[config.mk]
export PLATFORM = sky130hd
export DESIGN_NAME = small_language_tokenizer_unit_flat
export DESIGN_NICKNAME = d
export VERILOG_FILES = /design/src/hw/rtl/slt_pkg.sv /design/src/hw/rtl/slt_req_if.sv /design/src/hw/rtl/small_language_tokenizer_unit.sv /design/src/flat_wrapper.sv
export VERILOG_INCLUDE_DIRS = /design/src /design/src/hw/rtl
export SDC_FILE = /design/constraint.sdc
export NUM_CORES = 1
export LEC_CHECK = 0
export BUFFER_PORTS_ARGS = -buffer_cell sky130_fd_sc_hd__buf_2
export CAP_MARGIN = 20
export CORE_AREA = 2 2 201 184
export CTS_CLUSTER_DIAMETER = 200
export DETAILED_ROUTE_END_ITERATION = 12
export DIE_AREA = 0 0 203 186
export PLACE_DENSITY = 0.67
export SLEW_MARGIN = 20
export SYNTH_ARGS = -nofsm -noshare
export SYNTH_HDL_FRONTEND = slang
export SYNTH_SLANG_ARGS = --single-unit
[constraint.sdc]
create_clock -name clock -period 6.3 [get_ports clock]
set_clock_uncertainty 0.1 [all_clocks]
set_input_delay 0.63 -clock clock [delete_from_list [all_inputs] [get_ports clock]]
set_output_delay 0.63 -clock clock [all_outputs]
set_load 0.01 [all_outputs]
[src/hw/rtl/small_language_tokenizer_unit_macros.svh]
// Assertion macros shared by the tokenizer RTL.
`ifndef SMALL_LANGUAGE_TOKENIZER_UNIT_MACROS_SVH
`define SMALL_LANGUAGE_TOKENIZER_UNIT_MACROS_SVH

`ifndef SYNTH
// Checks that an expression holds at every clock edge outside reset.
`define SLT_ASSERT_ALWAYS(label, clk, rst, expr) \
   label: assert property (@(posedge clk) disable iff (rst) (expr)) \
      else $error("slt assertion failed");
// Checks that the consequent holds in the cycle after the antecedent.
`define SLT_ASSERT_NEXT(label, clk, rst, ante, cons) \
   label: assert property (@(posedge clk) disable iff (rst) (ante) |=> (cons)) \
      else $error("slt assertion failed");
// Checks that the consequent holds in the same cycle as the antecedent.
`define SLT_ASSERT_IMPL(label, clk, rst, ante, cons) \
   label: assert property (@(posedge clk) disable iff (rst) (ante) |-> (cons)) \
      else $error("slt assertion failed");
`else
`define SLT_ASSERT_ALWAYS(label, clk, rst, expr)
`define SLT_ASSERT_NEXT(label, clk, rst, ante, cons)
`define SLT_ASSERT_IMPL(label, clk, rst, ante, cons)
`endif

`endif

[src/hw/rtl/slt_pkg.sv]
// Types and constants shared by the tokenizer RTL.
`timescale 1ns / 1ps
package slt_pkg;

   localparam int MAX_TEXT   = 63;
   localparam int VALUE_BITS = 32;
   localparam int TEXT_W     = $clog2(MAX_TEXT + 1);
   localparam int CHAR_W     = 8;
   localparam int KIND_W     = 5;
   localparam int KWBUF_W    = 32;

   typedef enum logic [KIND_W-1:0] {
      TK_END    = 5'd0,
      TK_LET    = 5'd1,
      TK_IF     = 5'd2,
      TK_ELSE   = 5'd3,
      TK_EXIT   = 5'd4,
      TK_IDENT  = 5'd5,
      TK_INT    = 5'd6,
      TK_ASSIGN = 5'd7,
      TK_EQ     = 5'd8,
      TK_NEQ    = 5'd9,
      TK_LT     = 5'd10,
      TK_LTE    = 5'd11,
      TK_GT     = 5'd12,
      TK_GTE    = 5'd13,
      TK_SEMI   = 5'd14,
      TK_LPAREN = 5'd15,
      TK_RPAREN = 5'd16,
      TK_LBRACE = 5'd17,
      TK_RBRACE = 5'd18,
      TK_ERROR  = 5'd19
   } token_kind_type;

   typedef enum logic [1:0] {
      MODE_IDLE   = 2'd0,
      MODE_IDENT  = 2'd1,
      MODE_NUMBER = 2'd2,
      MODE_OP     = 2'd3
   } scan_mode_type;

   typedef enum logic [1:0] {
      OP_ASSIGN = 2'd0,
      OP_BANG   = 2'd1,
      OP_LT     = 2'd2,
      OP_GT     = 2'd3
   } pending_op_type;

   typedef struct packed {
      token_kind_type               kind;
      logic [TEXT_W-1:0]            length;
      logic [VALUE_BITS-1:0]        value;
   } token_type;

   typedef struct packed {
      token_type tok;
      logic      last;
   } rsp_entry_type;

   // Character codes
   localparam logic [CHAR_W-1:0] CH_NUL        = 8'h00;
   localparam logic [CHAR_W-1:0] CH_SPACE      = 8'h20;
   localparam logic [CHAR_W-1:0] CH_TAB        = 8'h09;
   localparam logic [CHAR_W-1:0] CH_CR         = 8'h0D;
   localparam logic [CHAR_W-1:0] CH_UNDERSCORE = 8'h5F;
   localparam logic [CHAR_W-1:0] CH_ZERO       = 8'h30;
   localparam logic [CHAR_W-1:0] CH_NINE       = 8'h39;
   localparam logic [CHAR_W-1:0] CH_LOW_A      = 8'h61;
   localparam logic [CHAR_W-1:0] CH_LOW_Z      = 8'h7A;
   localparam logic [CHAR_W-1:0] CH_UP_A       = 8'h41;
   localparam logic [CHAR_W-1:0] CH_UP_Z       = 8'h5A;
   localparam logic [CHAR_W-1:0] CH_EQUALS     = 8'h3D;
   localparam logic [CHAR_W-1:0] CH_BANG       = 8'h21;
   localparam logic [CHAR_W-1:0] CH_LESS       = 8'h3C;
   localparam logic [CHAR_W-1:0] CH_GREATER    = 8'h3E;
   localparam logic [CHAR_W-1:0] CH_SEMI       = 8'h3B;
   localparam logic [CHAR_W-1:0] CH_LPAREN     = 8'h28;
   localparam logic [CHAR_W-1:0] CH_RPAREN     = 8'h29;
   localparam logic [CHAR_W-1:0] CH_LBRACE     = 8'h7B;
   localparam logic [CHAR_W-1:0] CH_RBRACE     = 8'h7D;

   // Keyword spellings, last character in the low byte
   localparam logic [KWBUF_W-1:0] KW_LET  = 32'h006C6574;
   localparam logic [KWBUF_W-1:0] KW_IF   = 32'h00006966;
   localparam logic [KWBUF_W-1:0] KW_ELSE = 32'h656C7365;
   localparam logic [KWBUF_W-1:0] KW_EXIT = 32'h65786974;

endpackage

[src/hw/rtl/slt_req_if.sv]
// Request channel carrying one source byte per transfer.
`timescale 1ns / 1ps
interface slt_req_if;
   logic                          valid;
   logic                          ready;
   logic [slt_pkg::CHAR_W-1:0]    char_code;

   modport source (output valid, output char_code, input ready);
   modport sink   (input valid, input char_code, output ready);
endinterface

// Response channel carrying one token per transfer.
interface slt_rsp_if;
   logic                             valid;
   logic                             ready;
   logic [slt_pkg::KIND_W-1:0]       token_kind;
   logic [slt_pkg::TEXT_W-1:0]       token_length;
   logic [slt_pkg::VALUE_BITS-1:0]   int_value;
   logic                             last_of_run;

   modport source (output valid, output token_kind, output token_length,
                   output int_value, output last_of_run, input ready);
   modport sink   (input valid, input token_kind, input token_length,
                   input int_value, input last_of_run, output ready);
endinterface

[src/hw/rtl/small_language_tokenizer_unit.sv]
// Streaming tokenizer: source bytes in, tokens out.
`timescale 1ns / 1ps
`include "small_language_tokenizer_unit_macros.svh"

// Each request carries one source byte, byte 0 ending the input. A byte is
// registered and scanned once the queue has room for two tokens; the scan
// yields zero, one or two tokens, which go into a four-entry response queue.
// A new byte is taken in every cycle as long as the queue has room for two
// tokens, so the block sustains one byte per cycle, limited only by the
// response side taking one token per cycle when bytes produce more than one
// token on average; tokens reach the output through the byte register and queue.
module small_language_tokenizer_unit (
   input  logic        clock,
   input  logic        reset,
   slt_req_if.sink     req_chan,
   slt_rsp_if.source   rsp_chan
);

   localparam int QDEPTH = 4;
   localparam int QPTR_W = $clog2(QDEPTH);
   localparam int QCNT_W = $clog2(QDEPTH + 1);
   localparam logic [QCNT_W-1:0] QROOM = QCNT_W'(QDEPTH - 2);
   localparam logic [slt_pkg::TEXT_W-1:0] TEXT_MAX = slt_pkg::TEXT_W'(slt_pkg::MAX_TEXT);

   // Input register
   logic [slt_pkg::CHAR_W-1:0] byte_ff;
   logic                       byte_valid_ff;

   // Scanner state
   slt_pkg::scan_mode_type        mode_ff, mode_in;
   slt_pkg::pending_op_type       pend_ff, pend_in;
   logic [slt_pkg::KWBUF_W-1:0]   kwbuf_ff, kwbuf_in;
   logic [slt_pkg::TEXT_W-1:0]    count_ff, count_in;
   logic [slt_pkg::VALUE_BITS-1:0] acc_ff, acc_in;

   // Response queue
   slt_pkg::rsp_entry_type q_ff [QDEPTH];
   logic [QPTR_W-1:0]      head_ff, tail_ff;
   logic [QCNT_W-1:0]      qcount_ff, qcount_in;

   logic             proc_fire, req_fire, pop;
   slt_pkg::token_type tok0, tok1, fl_tok, st_tok;
   logic [1:0]       n_tok;
   logic             fl_valid, fl_emit, st_valid;
   logic             is_space, is_alpha, is_digit, is_word;
   logic [slt_pkg::TEXT_W-1:0] count_sat;

   assign proc_fire        = byte_valid_ff && (qcount_ff <= QROOM);
   assign req_chan.ready   = !byte_valid_ff || proc_fire;
   assign req_fire         = req_chan.valid && req_chan.ready;
   assign rsp_chan.valid   = (qcount_ff != '0);
   assign pop              = rsp_chan.valid && rsp_chan.ready;

   assign rsp_chan.token_kind   = q_ff[head_ff].tok.kind;
   assign rsp_chan.token_length = q_ff[head_ff].tok.length;
   assign rsp_chan.int_value    = q_ff[head_ff].tok.value;
   assign rsp_chan.last_of_run  = q_ff[head_ff].last;

   always_ff @(posedge clock) begin
      if (reset) begin
         byte_valid_ff <= 1'b0;
      end else if (req_fire) begin
         byte_valid_ff <= 1'b1;
      end else if (proc_fire) begin
         byte_valid_ff <= 1'b0;
      end
      if (req_fire) begin
         byte_ff <= req_chan.char_code;
      end
   end

   always_comb begin
      is_space = (byte_ff == slt_pkg::CH_SPACE) ||
                 ((byte_ff >= slt_pkg::CH_TAB) && (byte_ff <= slt_pkg::CH_CR));
      is_alpha = ((byte_ff >= slt_pkg::CH_LOW_A) && (byte_ff <= slt_pkg::CH_LOW_Z)) ||
                 ((byte_ff >= slt_pkg::CH_UP_A) && (byte_ff <= slt_pkg::CH_UP_Z));
      is_digit = (byte_ff >= slt_pkg::CH_ZERO) && (byte_ff <= slt_pkg::CH_NINE);
      is_word  = is_alpha || is_digit || (byte_ff == slt_pkg::CH_UNDERSCORE);
      count_sat = (count_ff < TEXT_MAX) ? count_ff + 1'b1 : count_ff;
   end

   // Token that the current state gives when it is ended by this byte.
   always_comb begin
      fl_valid = (mode_ff != slt_pkg::MODE_IDLE);
      fl_tok   = '{kind: slt_pkg::TK_IDENT, length: count_ff, value: '0};
      unique case (mode_ff)
         slt_pkg::MODE_IDENT: begin
            if (count_ff == slt_pkg::TEXT_W'(3) && kwbuf_ff == slt_pkg::KW_LET) begin
               fl_tok.kind = slt_pkg::TK_LET;
            end else if (count_ff == slt_pkg::TEXT_W'(2) && kwbuf_ff == slt_pkg::KW_IF) begin
               fl_tok.kind = slt_pkg::TK_IF;
            end else if (count_ff == slt_pkg::TEXT_W'(4) && kwbuf_ff == slt_pkg::KW_ELSE) begin
               fl_tok.kind = slt_pkg::TK_ELSE;
            end else if (count_ff == slt_pkg::TEXT_W'(4) && kwbuf_ff == slt_pkg::KW_EXIT) begin
               fl_tok.kind = slt_pkg::TK_EXIT;
            end
         end
         slt_pkg::MODE_NUMBER: begin
            fl_tok.kind  = slt_pkg::TK_INT;
            fl_tok.value = acc_ff;
         end
         slt_pkg::MODE_OP: begin
            fl_tok.length = slt_pkg::TEXT_W'(1);
            unique case (pend_ff)
               slt_pkg::OP_ASSIGN: fl_tok.kind = slt_pkg::TK_ASSIGN;
               slt_pkg::OP_BANG:   fl_tok.kind = slt_pkg::TK_ERROR;
               slt_pkg::OP_LT:     fl_tok.kind = slt_pkg::TK_LT;
               slt_pkg::OP_GT:     fl_tok.kind = slt_pkg::TK_GT;
               default:            fl_tok.kind = slt_pkg::TK_ERROR;
            endcase
         end
         default: begin
            fl_tok.length = '0;
         end
      endcase
   end

   // Next state and tokens for one scanned byte.
   always_comb begin
      mode_in  = mode_ff;
      pend_in  = pend_ff;
      kwbuf_in = kwbuf_ff;
      count_in = count_ff;
      acc_in   = acc_ff;
      fl_emit  = fl_valid;
      st_valid = 1'b0;
      st_tok   = '{kind: slt_pkg::TK_ERROR, length: slt_pkg::TEXT_W'(1), value: '0};
      tok0     = fl_tok;
      tok1     = fl_tok;
      n_tok    = 2'd0;

      priority if (byte_ff == slt_pkg::CH_NUL) begin
         mode_in  = slt_pkg::MODE_IDLE;
         pend_in  = slt_pkg::OP_ASSIGN;
         kwbuf_in = '0;
         count_in = '0;
         acc_in   = '0;
         st_valid = 1'b1;
         st_tok   = '{kind: slt_pkg::TK_END, length: '0, value: '0};
      end else if (mode_ff == slt_pkg::MODE_IDENT && is_word) begin
         fl_emit = 1'b0;
         if (count_ff < TEXT_MAX) begin
            kwbuf_in = {kwbuf_ff[slt_pkg::KWBUF_W-slt_pkg::CHAR_W-1:0], byte_ff};
         end
         count_in = count_sat;
      end else if (mode_ff == slt_pkg::MODE_NUMBER && is_digit) begin
         fl_emit  = 1'b0;
         acc_in   = (acc_ff << 3) + (acc_ff << 1) +
                    slt_pkg::VALUE_BITS'(byte_ff[3:0]);
         count_in = count_sat;
      end else if (mode_ff == slt_pkg::MODE_OP && byte_ff == slt_pkg::CH_EQUALS) begin
         // Two-character operator: replaces the pending one-character token.
         fl_emit  = 1'b0;
         st_valid = 1'b1;
         st_tok.length = slt_pkg::TEXT_W'(2);
         unique case (pend_ff)
            slt_pkg::OP_ASSIGN: st_tok.kind = slt_pkg::TK_EQ;
            slt_pkg::OP_BANG:   st_tok.kind = slt_pkg::TK_NEQ;
            slt_pkg::OP_LT:     st_tok.kind = slt_pkg::TK_LTE;
            slt_pkg::OP_GT:     st_tok.kind = slt_pkg::TK_GTE;
            default:            st_tok.kind = slt_pkg::TK_ERROR;
         endcase
         mode_in  = slt_pkg::MODE_IDLE;
         pend_in  = slt_pkg::OP_ASSIGN;
         kwbuf_in = '0;
         count_in = '0;
         acc_in   = '0;
      end else begin
         // Any pending token ends here; the byte starts a new one unless it is blank or a token itself.
         mode_in  = slt_pkg::MODE_IDLE;
         pend_in  = slt_pkg::OP_ASSIGN;
         kwbuf_in = '0;
         count_in = '0;
         acc_in   = '0;
         priority if (is_space) begin
            st_valid = 1'b0;
         end else if (is_alpha || byte_ff == slt_pkg::CH_UNDERSCORE) begin
            mode_in  = slt_pkg::MODE_IDENT;
            count_in = slt_pkg::TEXT_W'(1);
            kwbuf_in = slt_pkg::KWBUF_W'(byte_ff);
         end else if (is_digit) begin
            mode_in  = slt_pkg::MODE_NUMBER;
            count_in = slt_pkg::TEXT_W'(1);
            acc_in   = slt_pkg::VALUE_BITS'(byte_ff[3:0]);
         end else begin
            unique case (byte_ff)
               slt_pkg::CH_EQUALS: begin
                  mode_in = slt_pkg::MODE_OP;
                  pend_in = slt_pkg::OP_ASSIGN;
               end
               slt_pkg::CH_BANG: begin
                  mode_in = slt_pkg::MODE_OP;
                  pend_in = slt_pkg::OP_BANG;
               end
               slt_pkg::CH_LESS: begin
                  mode_in = slt_pkg::MODE_OP;
                  pend_in = slt_pkg::OP_LT;
               end
               slt_pkg::CH_GREATER: begin
                  mode_in = slt_pkg::MODE_OP;
                  pend_in = slt_pkg::OP_GT;
               end
               slt_pkg::CH_SEMI: begin
                  st_valid    = 1'b1;
                  st_tok.kind = slt_pkg::TK_SEMI;
               end
               slt_pkg::CH_LPAREN: begin
                  st_valid    = 1'b1;
                  st_tok.kind = slt_pkg::TK_LPAREN;
               end
               slt_pkg::CH_RPAREN: begin
                  st_valid    = 1'b1;
                  st_tok.kind = slt_pkg::TK_RPAREN;
               end
               slt_pkg::CH_LBRACE: begin
                  st_valid    = 1'b1;
                  st_tok.kind = slt_pkg::TK_LBRACE;
               end
               slt_pkg::CH_RBRACE: begin
                  st_valid    = 1'b1;
                  st_tok.kind = slt_pkg::TK_RBRACE;
               end
               default: begin
                  st_valid    = 1'b1;
                  st_tok.kind = slt_pkg::TK_ERROR;
               end
            endcase
         end
      end

      if (fl_emit) begin
         tok0 = fl_tok;
         tok1 = st_tok;
      end else begin
         tok0 = st_tok;
      end
      n_tok = {1'b0, fl_emit} + {1'b0, st_valid};
   end

   always_ff @(posedge clock) begin
      if (reset) begin
         mode_ff  <= slt_pkg::MODE_IDLE;
         pend_ff  <= slt_pkg::OP_ASSIGN;
         kwbuf_ff <= '0;
         count_ff <= '0;
         acc_ff   <= '0;
      end else if (proc_fire) begin
         mode_ff  <= mode_in;
         pend_ff  <= pend_in;
         kwbuf_ff <= kwbuf_in;
         count_ff <= count_in;
         acc_ff   <= acc_in;
      end
   end

   always_comb begin
      qcount_in = qcount_ff - QCNT_W'(pop);
      if (proc_fire) begin
         qcount_in = qcount_in + QCNT_W'(n_tok);
      end
   end

   always_ff @(posedge clock) begin
      if (reset) begin
         head_ff   <= '0;
         tail_ff   <= '0;
         qcount_ff <= '0;
      end else begin
         qcount_ff <= qcount_in;
         if (pop) begin
            head_ff <= head_ff + 1'b1;
         end
         if (proc_fire) begin
            tail_ff <= tail_ff + QPTR_W'(n_tok);
         end
      end
   end

   always_ff @(posedge clock) begin
      if (proc_fire && n_tok != 2'd0) begin
         q_ff[tail_ff] <= '{tok: tok0, last: (n_tok == 2'd1)};
      end
      if (proc_fire && n_tok == 2'd2) begin
         q_ff[tail_ff + 1'b1] <= '{tok: tok1, last: 1'b1};
      end
   end

   `SLT_ASSERT_ALWAYS(a_queue_bound, clock, reset, qcount_ff <= QCNT_W'(QDEPTH))
   `SLT_ASSERT_NEXT(a_end_clears, clock, reset, proc_fire && byte_ff == slt_pkg::CH_NUL,
      mode_ff == slt_pkg::MODE_IDLE && count_ff == '0 && acc_ff == '0)
   `SLT_ASSERT_IMPL(a_count_mode, clock, reset,
      mode_ff == slt_pkg::MODE_IDLE || mode_ff == slt_pkg::MODE_OP, count_ff == '0)
   `SLT_ASSERT_IMPL(a_pair_whole, clock, reset,
      rsp_chan.valid && !rsp_chan.last_of_run, qcount_ff >= QCNT_W'(2))

endmodule

[src/flat_wrapper.sv]
// flat-port wrapper written by rule: the top's interface ports become plain ports
module small_language_tokenizer_unit_flat 
  (clock, reset, req_chan_valid, req_chan_char_code, req_chan_ready, rsp_chan_valid, rsp_chan_token_kind, rsp_chan_token_length, rsp_chan_int_value, rsp_chan_last_of_run, rsp_chan_ready);
  slt_req_if req_chan_i ();
  slt_rsp_if rsp_chan_i ();
  input  logic clock;
  input  logic reset;
  input wire logic [$bits(req_chan_i.valid)-1:0] req_chan_valid;
  input wire logic [$bits(req_chan_i.char_code)-1:0] req_chan_char_code;
  output wire logic [$bits(req_chan_i.ready)-1:0] req_chan_ready;
  output wire logic [$bits(rsp_chan_i.valid)-1:0] rsp_chan_valid;
  output wire logic [$bits(rsp_chan_i.token_kind)-1:0] rsp_chan_token_kind;
  output wire logic [$bits(rsp_chan_i.token_length)-1:0] rsp_chan_token_length;
  output wire logic [$bits(rsp_chan_i.int_value)-1:0] rsp_chan_int_value;
  output wire logic [$bits(rsp_chan_i.last_of_run)-1:0] rsp_chan_last_of_run;
  input wire logic [$bits(rsp_chan_i.ready)-1:0] rsp_chan_ready;
  assign req_chan_i.valid = req_chan_valid;
  assign req_chan_i.char_code = req_chan_char_code;
  assign req_chan_ready = req_chan_i.ready;
  assign rsp_chan_valid = rsp_chan_i.valid;
  assign rsp_chan_token_kind = rsp_chan_i.token_kind;
  assign rsp_chan_token_length = rsp_chan_i.token_length;
  assign rsp_chan_int_value = rsp_chan_i.int_value;
  assign rsp_chan_last_of_run = rsp_chan_i.last_of_run;
  assign rsp_chan_i.ready = rsp_chan_ready;
  small_language_tokenizer_unit u_core (.clock(clock), .reset(reset), .req_chan(req_chan_i), .rsp_chan(rsp_chan_i));
endmodule
-- After elaboration in Yosys (flattened, before gate mapping)
Memories as Yosys holds them, arrays and structs flattened. A register that Yosys moved wholly into a read port is not among the register bits.
Cells that the tools add are included.
- order comparisons: 10
- add/sub/neg operators: 9
- reductions and logical operators: 34
- equal/unequal tests: 30
- muxes and demuxes: 79
- operators with widths (kind ; count):
    2-to-1 mux 32 bit ; 13
    2-to-1 mux 43 bit ; 2
    equality test 32 x 31 -> 1 bit (second input constant) ; 2
    equality test 8 x 6 -> 1 bit (second input constant) ; 8
    2-to-1 mux 6 bit ; 7
    case mux 5 bit (4 select lines) ; 2
    2-to-1 mux 2 bit ; 18
    2-to-1 mux 11 bit ; 3
    adder 32 bit ; 1
    adder 32 x 4 -> 32 bit ; 1
    equality test 32 x 15 -> 1 bit (second input constant) ; 1
    equality test 32 x 23 -> 1 bit (second input constant) ; 1
    2-to-1 mux 5 bit ; 6
    case mux 5 bit (5 select lines) ; 1
    equality test 8 x 7 -> 1 bit (second input constant) ; 3
    2-to-1 mux 1 bit ; 20
    >= comparator 8 x 7 -> 1 bit (second input constant) ; 2
    less-or-equal comparator 8 x 7 -> 1 bit (second input constant) ; 2
    logical AND 1 bit ; 16
    case mux 5 bit (3 select lines) ; 1
    equality test 6 x 2 -> 1 bit (second input constant) ; 2
    case mux 6 bit (2 select lines) ; 1
    equality test 2 bit (second input constant) ; 5
    >= comparator 8 x 4 -> 1 bit (second input constant) ; 1
    29 further kinds ; 43
- logic and storage cells: 173
- output and inout port bits: 46
- input port bits: 12
- RAM bits: 176
- register bits after elaboration: 90
- memories: 1
- memory list (name ; words ; width ; rd ports ; clocked after memory_dff ; wr ports ; line ; source):
    u_core.q_ff ; 4 ; 44 ; 1 ; 1 ; 2 ; small_language_tokenizer_unit.sv:37 ; slt_pkg::rsp_entry_type q_ff [QDEPTH];

-- Logic depth before layout (Yosys ltp)
- depth after elaboration: 15
- depth in mapped cells: 16
- gate-level depth less buffers: 12

-- Least setup slack after synthesis
OpenSTA, ideal clock, no wires.
- path type: register to register
- start point: register u_core.byte_ff[3] (netlist bit)
- end point: memory u_core.q_ff[0][10] (netlist bit) (enable)
- cell stages (with the launch flop): 14
- arrival time: 3.922 ns
- period minus slack after synthesis: 4.423 ns
- buffers on the path: 4
- library setup time: 0.401 ns
- data required time: 5.799 ns
- path slack: 1.877 ns
- cell sequence: edfxtp_1 -> clkbuf_1 -> o21ai_0 -> nand2_1 -> o41a_1 -> o211ai_2 -> nor2_1 -> buf_2 -> buf_2 -> inv_1 -> ha_1 -> or4_1 -> clkbuf_1 -> nand2_1
- RTL lines (element ; line ; source):
    from (decl) ; small_language_tokenizer_unit.sv:26 ; logic [slt_pkg::CHAR_W-1:0] byte_ff;
    from (signal assigned) ; small_language_tokenizer_unit.sv:68 ; byte_ff <= req_chan.char_code;
    to (decl) ; small_language_tokenizer_unit.sv:37 ;

==> results by group <==
Setup path
  – Worst Path Max Fanout: 32
  – Setup crit end kind: flop
  – Critical Path RT: about 6.4 ns
  – Critical Path Source Type: flop
  – Reg2Reg Depth: 11
  – Arrival time at the worst endpoint: around 5 ns
  – Critical path class: reg -> reg

Routing
  – Routed vias: roughly 10000
  – Initial drt markers: about 800
  – Routed WL per cell: 18.0 um
  – Drt via density: about 5.6
  – Pre-antenna DRT Iters: 5
  – Routed wire length: roughly 33 mm
  – Antenna-violating nets left: 0
  – DRC: 0

Clock network
  – CTS Buf Count: 27
  – Post-CTS Setup Inserts: 0
  – CTS tree: built
  – H-tree levels: 1
  – Clock Tree Root: clkbuf_16
  – Longest Clk Path Bufs: 3
  – Hold bufs inserted after CTS: 0
  – Insertion delay to the later sink of the worst-skew pair: ~0.53 ns
  – Reg clk slew, reported paths: 0.06 ns
  – CTS Sinks: around 270
  – Resized Gates After CTS: 0

Flow run
  – Max-cap viol count: 0

Synthesis
  – Cell taking the most area after synthesis: edfxtp_1
  – Register bit total from synthesis: roughly 270
  – Top cells by area, synth: edfxtp_1 38%, dfxtp_1 12%, mux4_2 7.0%, ha_1 6.7%, nor2_1 5.7%
  – EDFF count, synth: between 150 and 200
  – Most numerous cell in the Yosys netlist: nor2_1
  – Post-Syn Instances: between 1000 and 1500
  – Top post-synthesis cells by count: 213 x nor2_1, 180 x edfxtp_1, 125 x nand2_1
  – Mapped cell area: between 10000 and 15000 um2
  – Async set-reset flop share out of synthesis: 0%
  – Syn Nets: ~1400
  – Avg Synthesized Cell Area: roughly 11 um2
  – Sequential fraction of the synthesis area: 50.8%
  – YS warnings: 0
  – Synth Flop Type: edfxtp_1
  – Unique masters post-synth: between 70 and 80
  – Top cell type's share of synthesized area: 38.3%

Pwr
  – Maximum vdd drop: 0.000181 V
  – Final total power: 4.41 mW
  – Lkg Pwr: 5.43 nW
  – PD cells: about 280 nW/um2

Timing
  – Hold_ws: approximately 0.19 ns
  – Unrepaired setup endpoints after global routing: false
  – PnR worst setup slack: 1.51 ns
  – Max_slew headroom: roughly 28%
  – Tcrit/Tclk final: between 70% and 80%
  – # setup viols final: 0
  – Final hold violation count: 0
  – Worst slew pin tran: 1.07 ns
  – Max-slew violation count: 0
  – Fmax: 0.209 GHz
  – Crit path time final: between 4 and 5 ns
  – Post-Route Setup TNS: 0 ns

Final layout
  – Ratio of cells with drive above 1 in the final layout: a little over an eighth
  – Non-filler cells, final: between 1500 and 2000
  – Fin util: a little over two fifths
  – Layout Nets: 1446
  – Post-route cell area: approximately 16000 um2
  – Area growth syn-to-layout: 10.5%
  – Ant. Diodes: 0

Place
  – Post-DP HPWL: between 20 and 25 mm
  – Cell Area, Placed: between 10000 and 15000 um2
  – Routability cong.: approximately 0.91
  – Port bufs: 57
  – Post-Place Cells: between 1500 and 2000
  – DP Worst Slack: approximately 1.5 ns

Die
  – Core Region: between 30000 and 40000 um2
  – Site row count: 66
  – Die footprint: roughly 38000 um2
  – Top Ports: 58
  – Initial Util: between 30% and 40%
  – Die Wd: between 200 and 250 um
  – Chip height: around 190 um

GRT
  – Initial antenna violation count: 0
  – Global Route Usage Sum: between 10% and 20%
  – Largest net degree at the start of global routing: 73
  – Vias in the first global route: roughly 10000
  – GR Overflow Total: 0
  – First-pass GRT wire length: between 50 and 60 mm

Hold path
  – Hold depth: 1
  – Worst hold path class: in -> reg

Outcome
  – Status: finished clean
[power breakdown]
group          total (mW)  switching, mW  internal (mW)  leakage [nW]
Clock                1.48          0.657          0.820         0.401
Sequential           2.02         0.0517           1.97          2.33
Combinational       0.913          0.511          0.402          2.69
[cells by family after synthesis]
| family | count (synthesis) | synth area share, % |
|---|---|---|
| mux | 50 | 7.47 |
| fa+ha+maj | 79 | 7.16 |
| simple gates | 521 | 16.8 |
| xor+xnor | 30 | 1.86 |
| compound gates | 270 | 12.4 |
| flops | 268 | 50.8 |
| buf+inv | 112 | 3.59 |
[worst paths after layout]
kind | startpoint | to | slack, ns
worst min register to register | u_core.kwbuf_ff[27] | u_core.kwbuf_ff[27] | 0.35
worst max-delay path | u_core.byte_ff[1] | u_core.q_ff[2][1] | 1.51
worst max register to register | u_core.byte_ff[1] | u_core.q_ff[2][1] | 1.51
worst min-delay path | req_chan_char_code[6] | u_core.byte_ff[6] | 0.19
[critical path: stages, from the launching register on]
cell      delay [ns]
edfxtp_1        0.68
o21ai_0         0.22
and2_1          0.23
nand2_1         0.36
o211ai_2        0.16
buf_4           0.24
nor2_1          0.39
ha_1            0.36
nand2_1         0.18
or2_2           0.46
nand2_2         0.74
buf_4           0.35
[per-layer routing]
layer  share of wire [%]  global-route usage (%)  vias up
li1                    -                       -     4969
met1                  48                    25.7     5028
met2                  45                    28.1      310
met3                 4.7                    2.01       48
met4                 2.0                    4.70        0
met5                   0                       0        -
[placed cells by master (no fill, tap or decap), types with 7 or more instances in the layout]
| cell | synthesis | routed |
|---|---|---|
| inv_1 | 33 | 33 |
| mux4_2 | 44 | 44 |
| a22o_1 | 15 | 15 |
| o21ai_0 | 28 | 28 |
| a21o_1 | 12 | 12 |
| o211ai_1 | 10 | 10 |
| nand3_1 | 50 | 50 |
| buf_4 | 1 | 18 |
| dfxtp_1 | 88 | 86 |
| nor3_1 | 34 | 34 |
| nor2_1 | 213 | 213 |
| xnor2_1 | 22 | 22 |
| a31oi_1 | 8 | 8 |
| or3_1 | 13 | 13 |
| nand2_1 | 125 | 121 |
| ha_1 | 76 | 76 |
| clkbuf_16 | 0 | 27 |
| nand4_1 | 11 | 11 |
| a21oi_1 | 101 | 97 |
| a211oi_1 | 16 | 16 |
| a22oi_1 | 9 | 9 |
| o22ai_1 | 24 | 24 |
| xor2_1 | 8 | 8 |
| clkinv_2 | 0 | 7 |
| nand2b_1 | 8 | 8 |
| and2_1 | 21 | 21 |
| edfxtp_1 | 180 | 180 |
| buf_2 | 10 | 57 |
[flip-flops by register name (all words and copies together), names as in the netlist, named ones only]
signal,flops
u_core.q_ff,176
u_core.head_ff,2
u_core.pend_ff,2
u_core.byte_ff,8
u_core.count_ff,6
u_core.mode_ff,2
u_core.acc_ff,32
u_core.kwbuf_ff,32
u_core.tail_ff,2
u_core.qcount_ff,3
u_core.byte_valid_ff,1
[area by class of cell]
cell class / count / area (um2)
fill: 3323 / 20000
sequential: 268 / 7170
multi-input combinational: 950 / 6480
clock buffer: 34 / 732
tap: 476 / 596
timing repair buffer: 75 / 420
inverter: 33 / 124
clock inverter: 15 / 77.6
Power figures use the tool's default switching activity.
